===== config.mk =====
export PLATFORM = sky130hd
export DESIGN_NAME = lsp_cfg
export DESIGN_NICKNAME = d
export VERILOG_FILES = /design/src/lsp_pkg.sv /design/src/lsp_cfg.sv
export SDC_FILE = /design/constraint.sdc
export NUM_CORES = 1
export LEC_CHECK = 0
export ABC_AREA = 1
export ABC_CLOCK_PERIOD_IN_PS = 1900
export BUFFER_PORTS_ARGS = -buffer_cell sky130_fd_sc_hd__buf_2
export CAP_MARGIN = 20
export CORE_MARGIN = 3
export CORE_UTILIZATION = 45
export CTS_BUF_LIST = sky130_fd_sc_hd__clkbuf_16
export CTS_CLUSTER_SIZE = 8
export DETAILED_ROUTE_END_ITERATION = 6
export HOLD_SLACK_MARGIN = 0.05
export PLACE_DENSITY_LB_ADDON = 0.25
export REMOVE_ABC_BUFFERS = 1
export SETUP_SLACK_MARGIN = 0.2
export SKIP_CTS_REPAIR_TIMING = 1
export SLEW_MARGIN = 20
export SYNTH_ARGS = -nofsm -noshare
export SYNTH_HDL_FRONTEND = slang
export SYNTH_SLANG_ARGS = --single-unit

===== constraint.sdc =====
create_clock -name clk -period 1.9 [get_ports clk]
set_clock_uncertainty 0.1 [all_clocks]
set_input_delay 0.19 -clock clk [delete_from_list [all_inputs] [get_ports clk]]
set_output_delay 0.19 -clock clk [all_outputs]
set_load 0.005 [all_outputs]

===== src/lsp_pkg.sv =====
// Shared types and constants for the linear-density inverse-CDF sampler.
// No dependencies; every other file imports this package.
package lsp_pkg;

	// Fixed-point formats
	localparam int FRAC_BITS = 16;
	localparam int RAND_BITS = 16;
	localparam int DATA_W    = 32;

	// Discriminant, root and quotient widths
	localparam int D_W      = 128;
	localparam int ROOT_W   = 64;
	localparam int REM_W    = ROOT_W + 3;
	localparam int NUM_W    = ROOT_W + 2;
	localparam int NUMS_W   = NUM_W + 1;
	localparam int G_W      = 2 * DATA_W + RAND_BITS + 1;
	localparam int GS_L     = (2 * FRAC_BITS >= RAND_BITS) ? 2 * FRAC_BITS - RAND_BITS : 0;
	localparam int GS_R     = (2 * FRAC_BITS >= RAND_BITS) ? 0 : RAND_BITS - 2 * FRAC_BITS;

	// Register map
	localparam int ADDR_W = 5;
	localparam logic [2:0] REG_SLOPE     = 3'd0;
	localparam logic [2:0] REG_INTERCEPT = 3'd1;
	localparam logic [2:0] REG_PWIDTH    = 3'd2;
	localparam logic [2:0] REG_RLOW      = 3'd3;
	localparam logic [2:0] REG_RHIGH     = 3'd4;

	typedef enum logic [1:0] {
		ST_OK      = 2'd0,
		ST_SLOPE0  = 2'd1,
		ST_NEGDISC = 2'd2,
		ST_OVF     = 2'd3
	} status_t;

	typedef struct packed {
		logic signed [DATA_W-1:0] slope;
		logic signed [DATA_W-1:0] intercept;
		logic signed [DATA_W-1:0] pwidth;
		logic signed [DATA_W-1:0] rlow;
		logic signed [DATA_W-1:0] rhigh;
	} cfg_t;

	// front end -> square root
	typedef struct packed {
		logic [D_W-1:0] d;
		status_t        st;
	} disc_t;

	// square root -> divider
	typedef struct packed {
		logic [ROOT_W-1:0] root;
		status_t           st;
	} root_t;

	// divider -> select stage
	typedef struct packed {
		logic [DATA_W-1:0] x1;
		logic              ovf1;
		logic [DATA_W-1:0] x2;
		logic              ovf2;
		status_t           st;
	} quot_t;

endpackage


===== src/lsp_cfg.sv =====
// APB register file holding the five sampler settings.
// Depends on lsp_pkg.
module lsp_cfg (
	input  logic                        clk,
	input  logic                        arst_n,
	input  logic                        psel,
	input  logic                        penable,
	input  logic                        pwrite,
	input  logic [lsp_pkg::ADDR_W-1:0]  paddr,
	input  logic [31:0]                 pwdata,
	output logic [31:0]                 prdata,
	output logic                        pready,
	output lsp_pkg::cfg_t               cfg
);
	import lsp_pkg::*;

	cfg_t       cfg_q;
	logic [2:0] idx;
	logic       wr;

	assign idx    = paddr[4:2];
	assign wr     = psel & penable & pwrite;
	assign pready = 1'b1;
	assign cfg    = cfg_q;

	// register writes; indexes past the map are dropped
	always_ff @(posedge clk or negedge arst_n) begin
		if (!arst_n) begin
			cfg_q.slope     <= 32'sd65536;
			cfg_q.intercept <= '0;
			cfg_q.pwidth    <= 32'sd65536;
			cfg_q.rlow      <= '0;
			cfg_q.rhigh     <= 32'sd65536;
		end else if (wr) begin
			unique case (idx)
				REG_SLOPE:     cfg_q.slope     <= pwdata;
				REG_INTERCEPT: cfg_q.intercept <= pwdata;
				REG_PWIDTH:    cfg_q.pwidth    <= pwdata;
				REG_RLOW:      cfg_q.rlow      <= pwdata;
				REG_RHIGH:     cfg_q.rhigh     <= pwdata;
				default: ;
			endcase
		end
	end

	// read mux
	always_comb begin
		unique case (idx)
			REG_SLOPE:     prdata = cfg_q.slope;
			REG_INTERCEPT: prdata = cfg_q.intercept;
			REG_PWIDTH:    prdata = cfg_q.pwidth;
			REG_RLOW:      prdata = cfg_q.rlow;
			REG_RHIGH:     prdata = cfg_q.rhigh;
			default:       prdata = '0;
		endcase
	end

endmodule


-- Yosys cells after proc, flatten, opt, wreduce, memory -nomap -nowiden
Index checks and enable logic that the tools add are counted.
- output and inout bits: 193
- input port bits: 42
- register bits after elaboration: 160
- logic and storage cells: 18
- reduce and logical (&&, ||, !) cells: 6
- equal/unequal tests: 4
- multiplexer cells: 1
- bitwise logic cells: 2
- operator list (kind ; count):
    $pmux 32 s5 ; 1
    $reduce_and 2->1 ; 5
    $eq 3x2->1 const B ; 2
    $eq 3x1->1 const B ; 1
    $eq 3x3->1 const B ; 1
    $logic_not 3->1 ; 1
    $and 1x1->1 ; 2

-- Longest topological paths before layout
Gate-level depths: netlist (run 1).
- depth after elaboration: 3
- gate-level depth with buffers: 9
- depth with buffers taken out: 7

-- Worst setup path before layout (run 1)
No wires, ideal clock.
- path kind: input port to output port
- start: in paddr[3] (netlist bit)
- end: out prdata[0]
- path buffers: 3
- setup slack: 577 ps
- required time: 1610 ps
- arrival time: 1033 ps
- stages: 8
- cell sequence: buf_6 nor2_4 buf_6 buf_4 nand3_1 o21ai_0 inv_1 nand2_1
- longest elaborated chain between the ends: 2
- elaborated cells between the ends (all ways): 6
- classes of those cells: 4 x eq/ne; 1 x mux; 1 x reduce/logical
- ends and longest elaborated chain (item ; RTL line ; source):
    start, declared ; lsp_cfg.sv:9 ; input logic [lsp_pkg::ADDR_W-1:0] paddr,
    $eq 3x3->1, or another cell as far along ; lsp_cfg.sv:48 ; unique case (idx)
    $pmux 32 s5 (*) ; lsp_cfg.sv:48 ;
    end, declared ; lsp_cfg.sv:11 ; output logic [31:0] prdata,
Every way passes the cells marked *; elsewhere a longest branch is shown, timed or not.

-- Final worst setup path (run 1)
- start: in paddr[2] (netlist bit)
- end: out prdata[30]
Same word-level chain as after synthesis.

==> impl_metrics.yaml, run 1 <==
hold_path:
  hold_class: "in2async"
floorplan:
  dieArea_mm2: 0.01852
  initial_core_util_pct: 46.91
  fp.coreArea_mm2: 0.01623
  placementRows: 46
  die_h_um: 136.1
  pin_count: 235
  dieWidth_um: 136.1
grt:
  grt_pass1_vias: 6694
  grt_max_degree: 49
  grt_usage_pct: 25.40
  gr-total-overflow: 0
  grt_pass1_wl_um: 36530
  antenna_found_initial: 1
detailed_routing:
  avgRoutedWirePerCell_um: 16.90
  dr.pass1.iters: 5
  vias_per_cell: 5.193
  drt-initial-drc-count: 621
  route.detailed.drc: 0
  wl_um: 23930
  drtAntennaViolNets: 0
  vias: 7353
sta:
  finalSetupViolCount: 0
  fin_crit_sh_pct: 86.03
  finalMaxSlewViolations: 0
  post-route-min-period_ps: 1635
  rsz0062_at_grt: "no"
  max_clock_freq_mhz: 611.8
  hold_violations: 0
  relSlewSlack_pct: 63.81
  worst_pin_slew_ps: 542.8
run:
  cap_violations: 0
cts:
  numCtsBuffers: 17
  cts_root_buf: "clkbuf_16"
  h-tree-depth: 4
  clock-sinks: 160
  cts_tree: "built"
  clkTransAtPathRegs_ps: 60
  clk_path_buf_depth: 2
  clock_latency_ps: 410
power:
  swShare_pct: 29.70
  p_leak_uw: 0.005499
  p_per_area_mw_per_mm2: 1005
  pwr-share-clk_pct: 33.4
  power.share.sequential_pct: 45.4
  p_sw_uw: 2997
  peakVddDrop_v: 0.0006121
  power_frac_comb_pct: 21.2
  p_int_uw: 7095
worst_setup_path:
  cp_max_fo: 18
  worstReg2RegEnd: "cfg[16]"
  crit_end: "prdata[30]"
  cp-end-kind: "output port"
  crit_required_ps: 1610
  r2r_cells: 2
  critPathLaunchType: "primary input"
  critPathArrivalTime_ps: 1340
  crit_type: "in2out"
  crit_path_start: "paddr[2]"
  rrSetupSlack_ps: 1050
  r2r_start: "cfg[16]"
cells_and_area:
  final_common_cell: "nand2_1"
  nets: 1229
  post-route-util_pct: 61.84
  drive_above_1_share_pct: 27.33
  nFillCells: 1445
  final_cells: 1416
  largest_register_ffs: 160
  final_cell_area_mm2: 0.01004
  area_growth_pct: 31.83
  mostFrequentLayoutCells: "nand2_1 (268), buf_2 (229), dfrtp_1 (157)"
  diodes: 0
yosys:
  ys_types: 26
  ys_ff_latch: 160
  synth_area_mm2: 0.007614
  synth-seq-area-share_pct: 52.64
  avgSynthCellArea_um2: 8.152
  syn-instance-count: 934
  yosysWarnings: 0
placement:
  placed_area_mm2: 0.009055
  place_congestion: 0.7940
  io_buffers: 231
  place_inst: 1346
  place_hpwl_um: 15600
status:
  status: "completed"
per-layer routing:
layer  global-route usage [%]  vias to the layer above  share of wire (%)
li1                         -                     3544                  -
met1                    35.12                     3458                 43
met2                    41.06                      321                 48
met3                    4.626                       28                7.9
met4                    7.615                        2                1.6
met5                        0                        -              0.054
final cells by class:
cell class	instances	area, um2	share of cell area (%)
Multi-Input combinational cell	623	2903	28.92
Tap cell	216	270.3	2.693
Clock buffer	17	425.4	4.238
Inverter	85	331.6	3.303
Clock inverter	15	155.1	1.546
Timing Repair Buffer	300	1944	19.37
Sequential cell	160	4008	39.93
synthesized netlist by cell type, drive strengths merged:
library cell,count,share of area (%)
dfstp,3,1.0
nand3,70,5.3
inv,85,4.3
dfrtp,157,52
buf,41,3.7
nand2,278,14
nand4,48,3.9
clkbuf,25,1.2
o21ai,175,12
conb,1,0.049
nor2,51,2.8
how the worst min path moves through the flow:
stage	from	end	slack [ps]	cells after the start
2_1_floorplan	arst_n	cfg[0]	-210	0
3_3_place_gp	arst_n	cfg[49]	50	1
3_5_place_dp	arst_n	cfg[17]	50	1
4_1_cts	arst_n	cfg[110]	-400	1
5_1_grt	arst_n	cfg[49]	200	2
6_report	arst_n	cfg[49]	160	2
cell families after synthesis:
family | synth area share (%)
and+or+nand+nor | 26.18
AOI/OAI and AO/OA | 11.90
DFF | 52.64
buffers and inverters | 9.236
other | 0.04925
worst max-delay path, cell delays in order:
cell and delay [ps]:
buf_4 240, buf_4 170, nand3_4 70, buf_4 240, o21ai_0 170, inv_1 60
nand2_1 80, buf_2 110
through the flow:
step	TNS, ps	setup slack [ps]	hold WS [ps]	total power (uW)
after CTS	0	128.6	-399.4	10080
after global placement	0	127.2	46.46	6650
final	0	265.4	162.6	10090
after detailed placement	0	112.9	48.28	6713
after floorplan	-1151	-56.55	-205.6	5409
after global routing	0	204.6	203.5	10630
power by group through the flow:
stage	Sequential, uW	Clock, uW	Combinational [uW]
floorplan	4620	0	793
global placement	4620	0	2030
detailed placement	4620	0	2090
CTS	4570	3410	2100
global route	4670	3530	2430
finish	4580	3370	2140
Power figures use the tool's default switching activity.
==> run 2: changes to the inputs <==
- ABC_AREA: 1 -> 0
==> run 2 against run 1 <==
Critical path depth down 4. Cell count down 26%. Register-to-register slack worse by 170 ps. Critical endpoint is now prdata[2]. First-iteration DRC count down 42%. Setup slack worse by 180 ps. Synthesized cell count down 46%.
==> impl_metrics.yaml, run 2 <==
status:
  status: "completed"
cells_and_area:
  seqCellArea_mm2: 0.004008
  final_common_cell: "buf_2"
  final_cells: 1045
  largest_register_ffs: 160
  nFillCells: 1166
  diodes: 0
  area_growth_pct: 39.86
  nets: 863
  mostFrequentLayoutCells: "buf_2 (230), mux2_2 (157), dfrtp_1 (157)"
  drive_above_1_share_pct: 64.75
  multi_input_area_mm2: 0.003172
worst_setup_path:
  crit_required_ps: 1610
  crit_path_start: "cfg[66]"
  r2r_start: "cfg[83]"
  critPathArrivalTime_ps: 1530
  critPathMaxStageDelay_ps: 400
  worstPathCellList: "mux2_4, a32oi_2, o21ai_1, buf_2"
  crit_buf_inv: 1
  crit_type: "reg2out"
  slowest_stage: "dfrtp_1"
  path_delay_family: "flip-flops"
  critPathLaunchType: "register"
  cp-end-kind: "output port"
  cp_max_fo: 3
power:
  swShare_pct: 27.51
  p_sw_uw: 2928
  p_int_uw: 7716
  power_frac_comb_pct: 24.8
  power_uw: 10640
  pwr-share-clk_pct: 31.6
  power.share.sequential_pct: 43.6
  p_leak_uw: 0.005184
  peakVddDrop_v: 0.0005940
  p_per_area_mw_per_mm2: 1041
detailed_routing:
  dr.pass1.iters: 5
  drtAntennaViolNets: 0
  wl_um: 22250
  route.detailed.drc: 0
  drt-initial-drc-count: 358
  vias: 5843
  vias_per_cell: 5.591
  avgRoutedWirePerCell_um: 21.29
yosys:
  yosys-top-cells-count: "mux2_2 (161), dfrtp_1 (157), a32oi_1 (32), o21ai_0 (32), a22oi_1 (31)"
  ys_ff_latch: 160
  yosysTopAreaCellShare_pct: 53.76
  synth_most_common_cell: "mux2_2"
  yosysWarnings: 0
  synth_top_flop_cell: "dfrtp_1"
  synth-seq-area-share_pct: 54.84
  ys_types: 25
  synth_edf_count: 0
  avgSynthCellArea_um2: 14.47
  synth_area_mm2: 0.007308
  synth.largest_area_cell: "dfrtp_1"
  yosys-top-cells-area: "dfrtp_1 (54%), mux2_2 (25%), mux2_4 (6.2%)"
  syn-instance-count: 505
  ys_async_sr_fraction_pct: 100.0
placement:
  io_buffers: 231
  place_congestion: 0.7967
  place_hpwl_um: 14950
  place_inst: 939
  pre_cts_ws_ps: 7.315
floorplan:
  dieWidth_um: 133.4
  dieArea_mm2: 0.01781
  fp.coreArea_mm2: 0.01554
  pin_count: 235
  initial_core_util_pct: 47.03
  placementRows: 45
  die_h_um: 133.4
sta:
  fin_tns_setup_ps: 0
  hold_violations: 0
  fin_crit_sh_pct: 95.76
  rsz0062_at_grt: "yes"
  hold_ws_ps: 215.2
  worst_pin_slew_ps: 666.2
  finalMaxSlewViolations: 0
  post-route-min-period_ps: 1820
  max_clock_freq_mhz: 549.6
  fin_ws_ps: 80.48
  finalSetupViolCount: 0
  relSlewSlack_pct: 55.48
grt:
  gr-total-overflow: 0
  antenna_found_initial: 0
  grt_pass1_vias: 5616
  grt_max_degree: 55
  grt_pass1_wl_um: 32730
  grt_usage_pct: 23.58
cts:
  h-tree-depth: 4
  clk_path_buf_depth: 2
  cts_root_buf: "clkbuf_16"
  clkTransAtPathRegs_ps: 60
  cts_tree: "built"
  clock-sinks: 160
  numCtsBuffers: 17
  clock_latency_ps: 410
run:
  cap_violations: 0
hold_path:
  hold_class: "in2async"
## run 2: cell type report
class	count	area share [%]
sequential	160	39.21
inverter	1	0.03672
timing repair buffer	338	21.46
clock inverter	15	1.518
multi-input combinational	303	31.03
clock buffer	17	4.162
tap	211	2.583
## run 2: worst paths after layout
check / endpoint / slack (ps) / cells after the start
max: prdata[2] / 80 / 4
min: cfg[134] / 220 / 2
max reg2reg: cfg[83] / 880 / 2
min reg2reg: cfg[71] / 430 / 1
max in group asynchronous: cfg[16] / 820 / 3
min in group clk: cfg[102] / 380 / 4
## run 2: per-layer routing
metal | track usage (%) | vias to the layer above | wire length (um)
li1 | - | 2551 | -
met1 | 31.38 | 2994 | 9459
met2 | 38.01 | 275 | 10620
met3 | 6.986 | 23 | 1901
met4 | 6.229 | 0 | 267
met5 | 0 | - | 0
## run 2: through the flow
stage | utilization (%) | instance area [um2]
6_report | 65.77 | 10220
5_1_grt | 65.77 | 10220
4_1_cts | 61.30 | 9527
3_5_place_dp | 57.57 | 8946
3_3_place_gp | 57.57 | 8946
2_1_floorplan | - | 7077
## run 2: power groups by stage
stage | combinational [uW] | sequential (uW) | clock [uW]
2_1_floorplan | 994 | 4640 | 0
3_3_place_gp | 2240 | 4640 | 0
3_5_place_dp | 2290 | 4700 | 0
4_1_cts | 2300 | 4650 | 3430
5_1_grt | 2860 | 4720 | 3570
6_report | 2640 | 4640 | 3360
## run 2: worst register-to-register path, stage by stage, from the launching register on
cell     delay (ps)
dfrtp_1         410
buf_4           150
mux2_2          250
## run 2: cells by family (layout without fill, tap and decap cells)
group	Yosys count	after routing	synth area share, %
buf+inv	43	371	3.219
flops	160	160	54.84
simple gates	13	14	1.438
other cells	1	1	0.05131
compound gates	96	96	9.331
mux	192	192	31.12
==> run 3: changes to the inputs <==
- ABC_CLOCK_PERIOD_IN_PS: 1900 -> 1700
- CORE_UTILIZATION: 45 -> 40
- CTS_BUF_LIST: sky130_fd_sc_hd__clkbuf_16 -> unset
- clock period: 1.9 -> 1.7 ns (I/O delays scaled with it)
==> run 3 against run 2 <==
The flow now finishes with violations (setup timing). Sequential share of layout area shrank 1.0 points. Combinational power grew 16%. First-iteration DRC count shrank 35%. Routed wire length grew 3.2%. Cell count grew 2.4%. Hold slack lost 110 ps. Non-clock buffer count grew 12. Sequential power grew 11%. Global-route usage shrank 1.5 points. Core utilization shrank 6.2 points. Count of clock-buffer cells in the layout grew 1.
==> impl_metrics.yaml, run 3 (synthesis results as in run 2) <==
status:
  status: "finished, violations left"
  violations: "setup timing"
placement:
  place_hpwl_um: 15680
  io_buffers: 231
  place_congestion: 0.7571
cts:
  h-tree-depth: 4
  clk_path_buf_depth: 2
  cts_root_buf: "clkbuf_16"
  cts_tree: "built"
  clock_latency_ps: 420
  numCtsBuffers: 17
  clkTransAtPathRegs_ps: 70
  clock-sinks: 160
cells_and_area:
  mostFrequentLayoutCells: "buf_2 (230), dfrtp_1 (157), mux2_2 (144)"
  largest_register_ffs: 160
  nFillCells: 1382
  seqCellArea_mm2: 0.004008
  area_growth_pct: 43.52
  multi_input_area_mm2: 0.003239
  nets: 874
  diodes: 0
  post-route-util_pct: 59.61
  final_common_cell: "buf_2"
  drive_above_1_share_pct: 66.27
floorplan:
  initial_core_util_pct: 41.53
  fp.coreArea_mm2: 0.01760
  die_h_um: 141.2
  dieWidth_um: 141.2
  pin_count: 235
  dieArea_mm2: 0.01993
  placementRows: 48
worst_setup_path:
  cp-end-kind: "output port"
  slowest_stage: "dfrtp_1"
  worstPathCellList: "mux2_4, a32oi_2, o21ai_1, buf_2"
  rrSetupSlack_ps: 690
  worstReg2RegEnd: "cfg[54]"
  r2r_cells: 2
  critPathArrivalTime_ps: 1510
  cp_max_fo: 3
  crit_type: "reg2out"
  r2r_start: "cfg[54]"
  crit_required_ps: 1430
  critPathLaunchType: "register"
  critPathMaxStageDelay_ps: 410
sta:
  finalMaxSlewViolations: 0
  rsz0062_at_grt: "yes"
  post-route-min-period_ps: 1782
  fin_crit_sh_pct: 104.8
  finalSetupViolCount: 30
  fin_ws_ps: -82.21
  max_clock_freq_mhz: 561.1
  hold_ws_ps: 109.0
  hold_violations: 0
detailed_routing:
  avgRoutedWirePerCell_um: 21.45
  drt-initial-drc-count: 234
  drtAntennaViolNets: 0
  dr.pass1.iters: 4
  route.detailed.drc: 0
  vias_per_cell: 5.401
  wl_um: 22960
  vias: 5779
grt:
  grt_pass1_vias: 5770
  grt_max_degree: 47
  gr-total-overflow: 0
  antenna_found_initial: 0
  grt_pass1_wl_um: 33950
  grt_usage_pct: 22.03
power:
  power_uw: 12370
  peakVddDrop_v: 0.0007476
  p_leak_uw: 0.005311
  p_per_area_mw_per_mm2: 1179
hold_path:
  hold_class: "in2async"
run:
  cap_violations: 0
## run 3: cell types whose count changed in the layout (fill, tap and decap cells not counted), moves of 2 or more
cell        delta
a32oi_1        -4
a32oi_2        +4
buf_12         +3
buf_4         +11
buf_6          -2
clkinv_2       -3
clkinvlp_4     +2
inv_1          -4
inv_6          +2
mux2_2        -13
mux2_4        +13
o21ai_0        +5
o21ai_1        -5
## run 3: metal layers
metal	wire (um)	part of all wire, %	up-vias	GRT usage [%]
met2	11630	51	223	37.65
met5	0	0	-	0
met1	9462	41	2944	27.91
met3	1419	6.2	37	4.749
met4	439	1.9	0	7.088
li1	-	-	2575	-
## run 3: final cells by class
cell class,instances,share of cell area (%)
well taps,225,2.684
clock buffers,18,4.187
multi-input cells,302,30.88
flip-flops and latches,160,38.21
repair buffers,350,22.06
inverters,1,0.03579
clock inverters,14,1.944
## run 3: worst max-delay path by stage
stage / endpoint / slack, ps / cells after the start / from
global route: prdata[8] / -140 / 4 / cfg[72]
finish: prdata[5] / -80 / 4 / cfg[37]
floorplan: cfg[0] / -1180 / 3 / paddr[2]
CTS: prdata[23] / -130 / 4 / cfg[119]
global placement: cfg[138] / -50 / 5 / paddr[4]
detailed placement: cfg[135] / -80 / 5 / paddr[4]
## run 3: report_power, final
part / switching [uW] / internal [uW]
clock: 1620 / 2520
sequential: 606 / 4570
combinational: 1210 / 1850
total: 3430 / 8940
## run 3: critical path: cells and delay by family, from the launching register on
family          cells  cell delay, ps
flops               1             410
mux                 1             270
compound gates      2             270
buf+inv             1             140
## run 3: stage by stage
step | std cells | setup TNS, ps | cell area [um2] | setup WS, ps
CTS | 996 | -2339 | 9727 | -126.5
floorplan | 463 | -122240 | 7077 | -1179
global route | 1070 | -3058 | 10490 | -141.1
global placement | 964 | -2039 | 9084 | -54.45
finish | 1070 | -1054 | 10490 | -82.21
detailed placement | 964 | -3209 | 9084 | -79.72
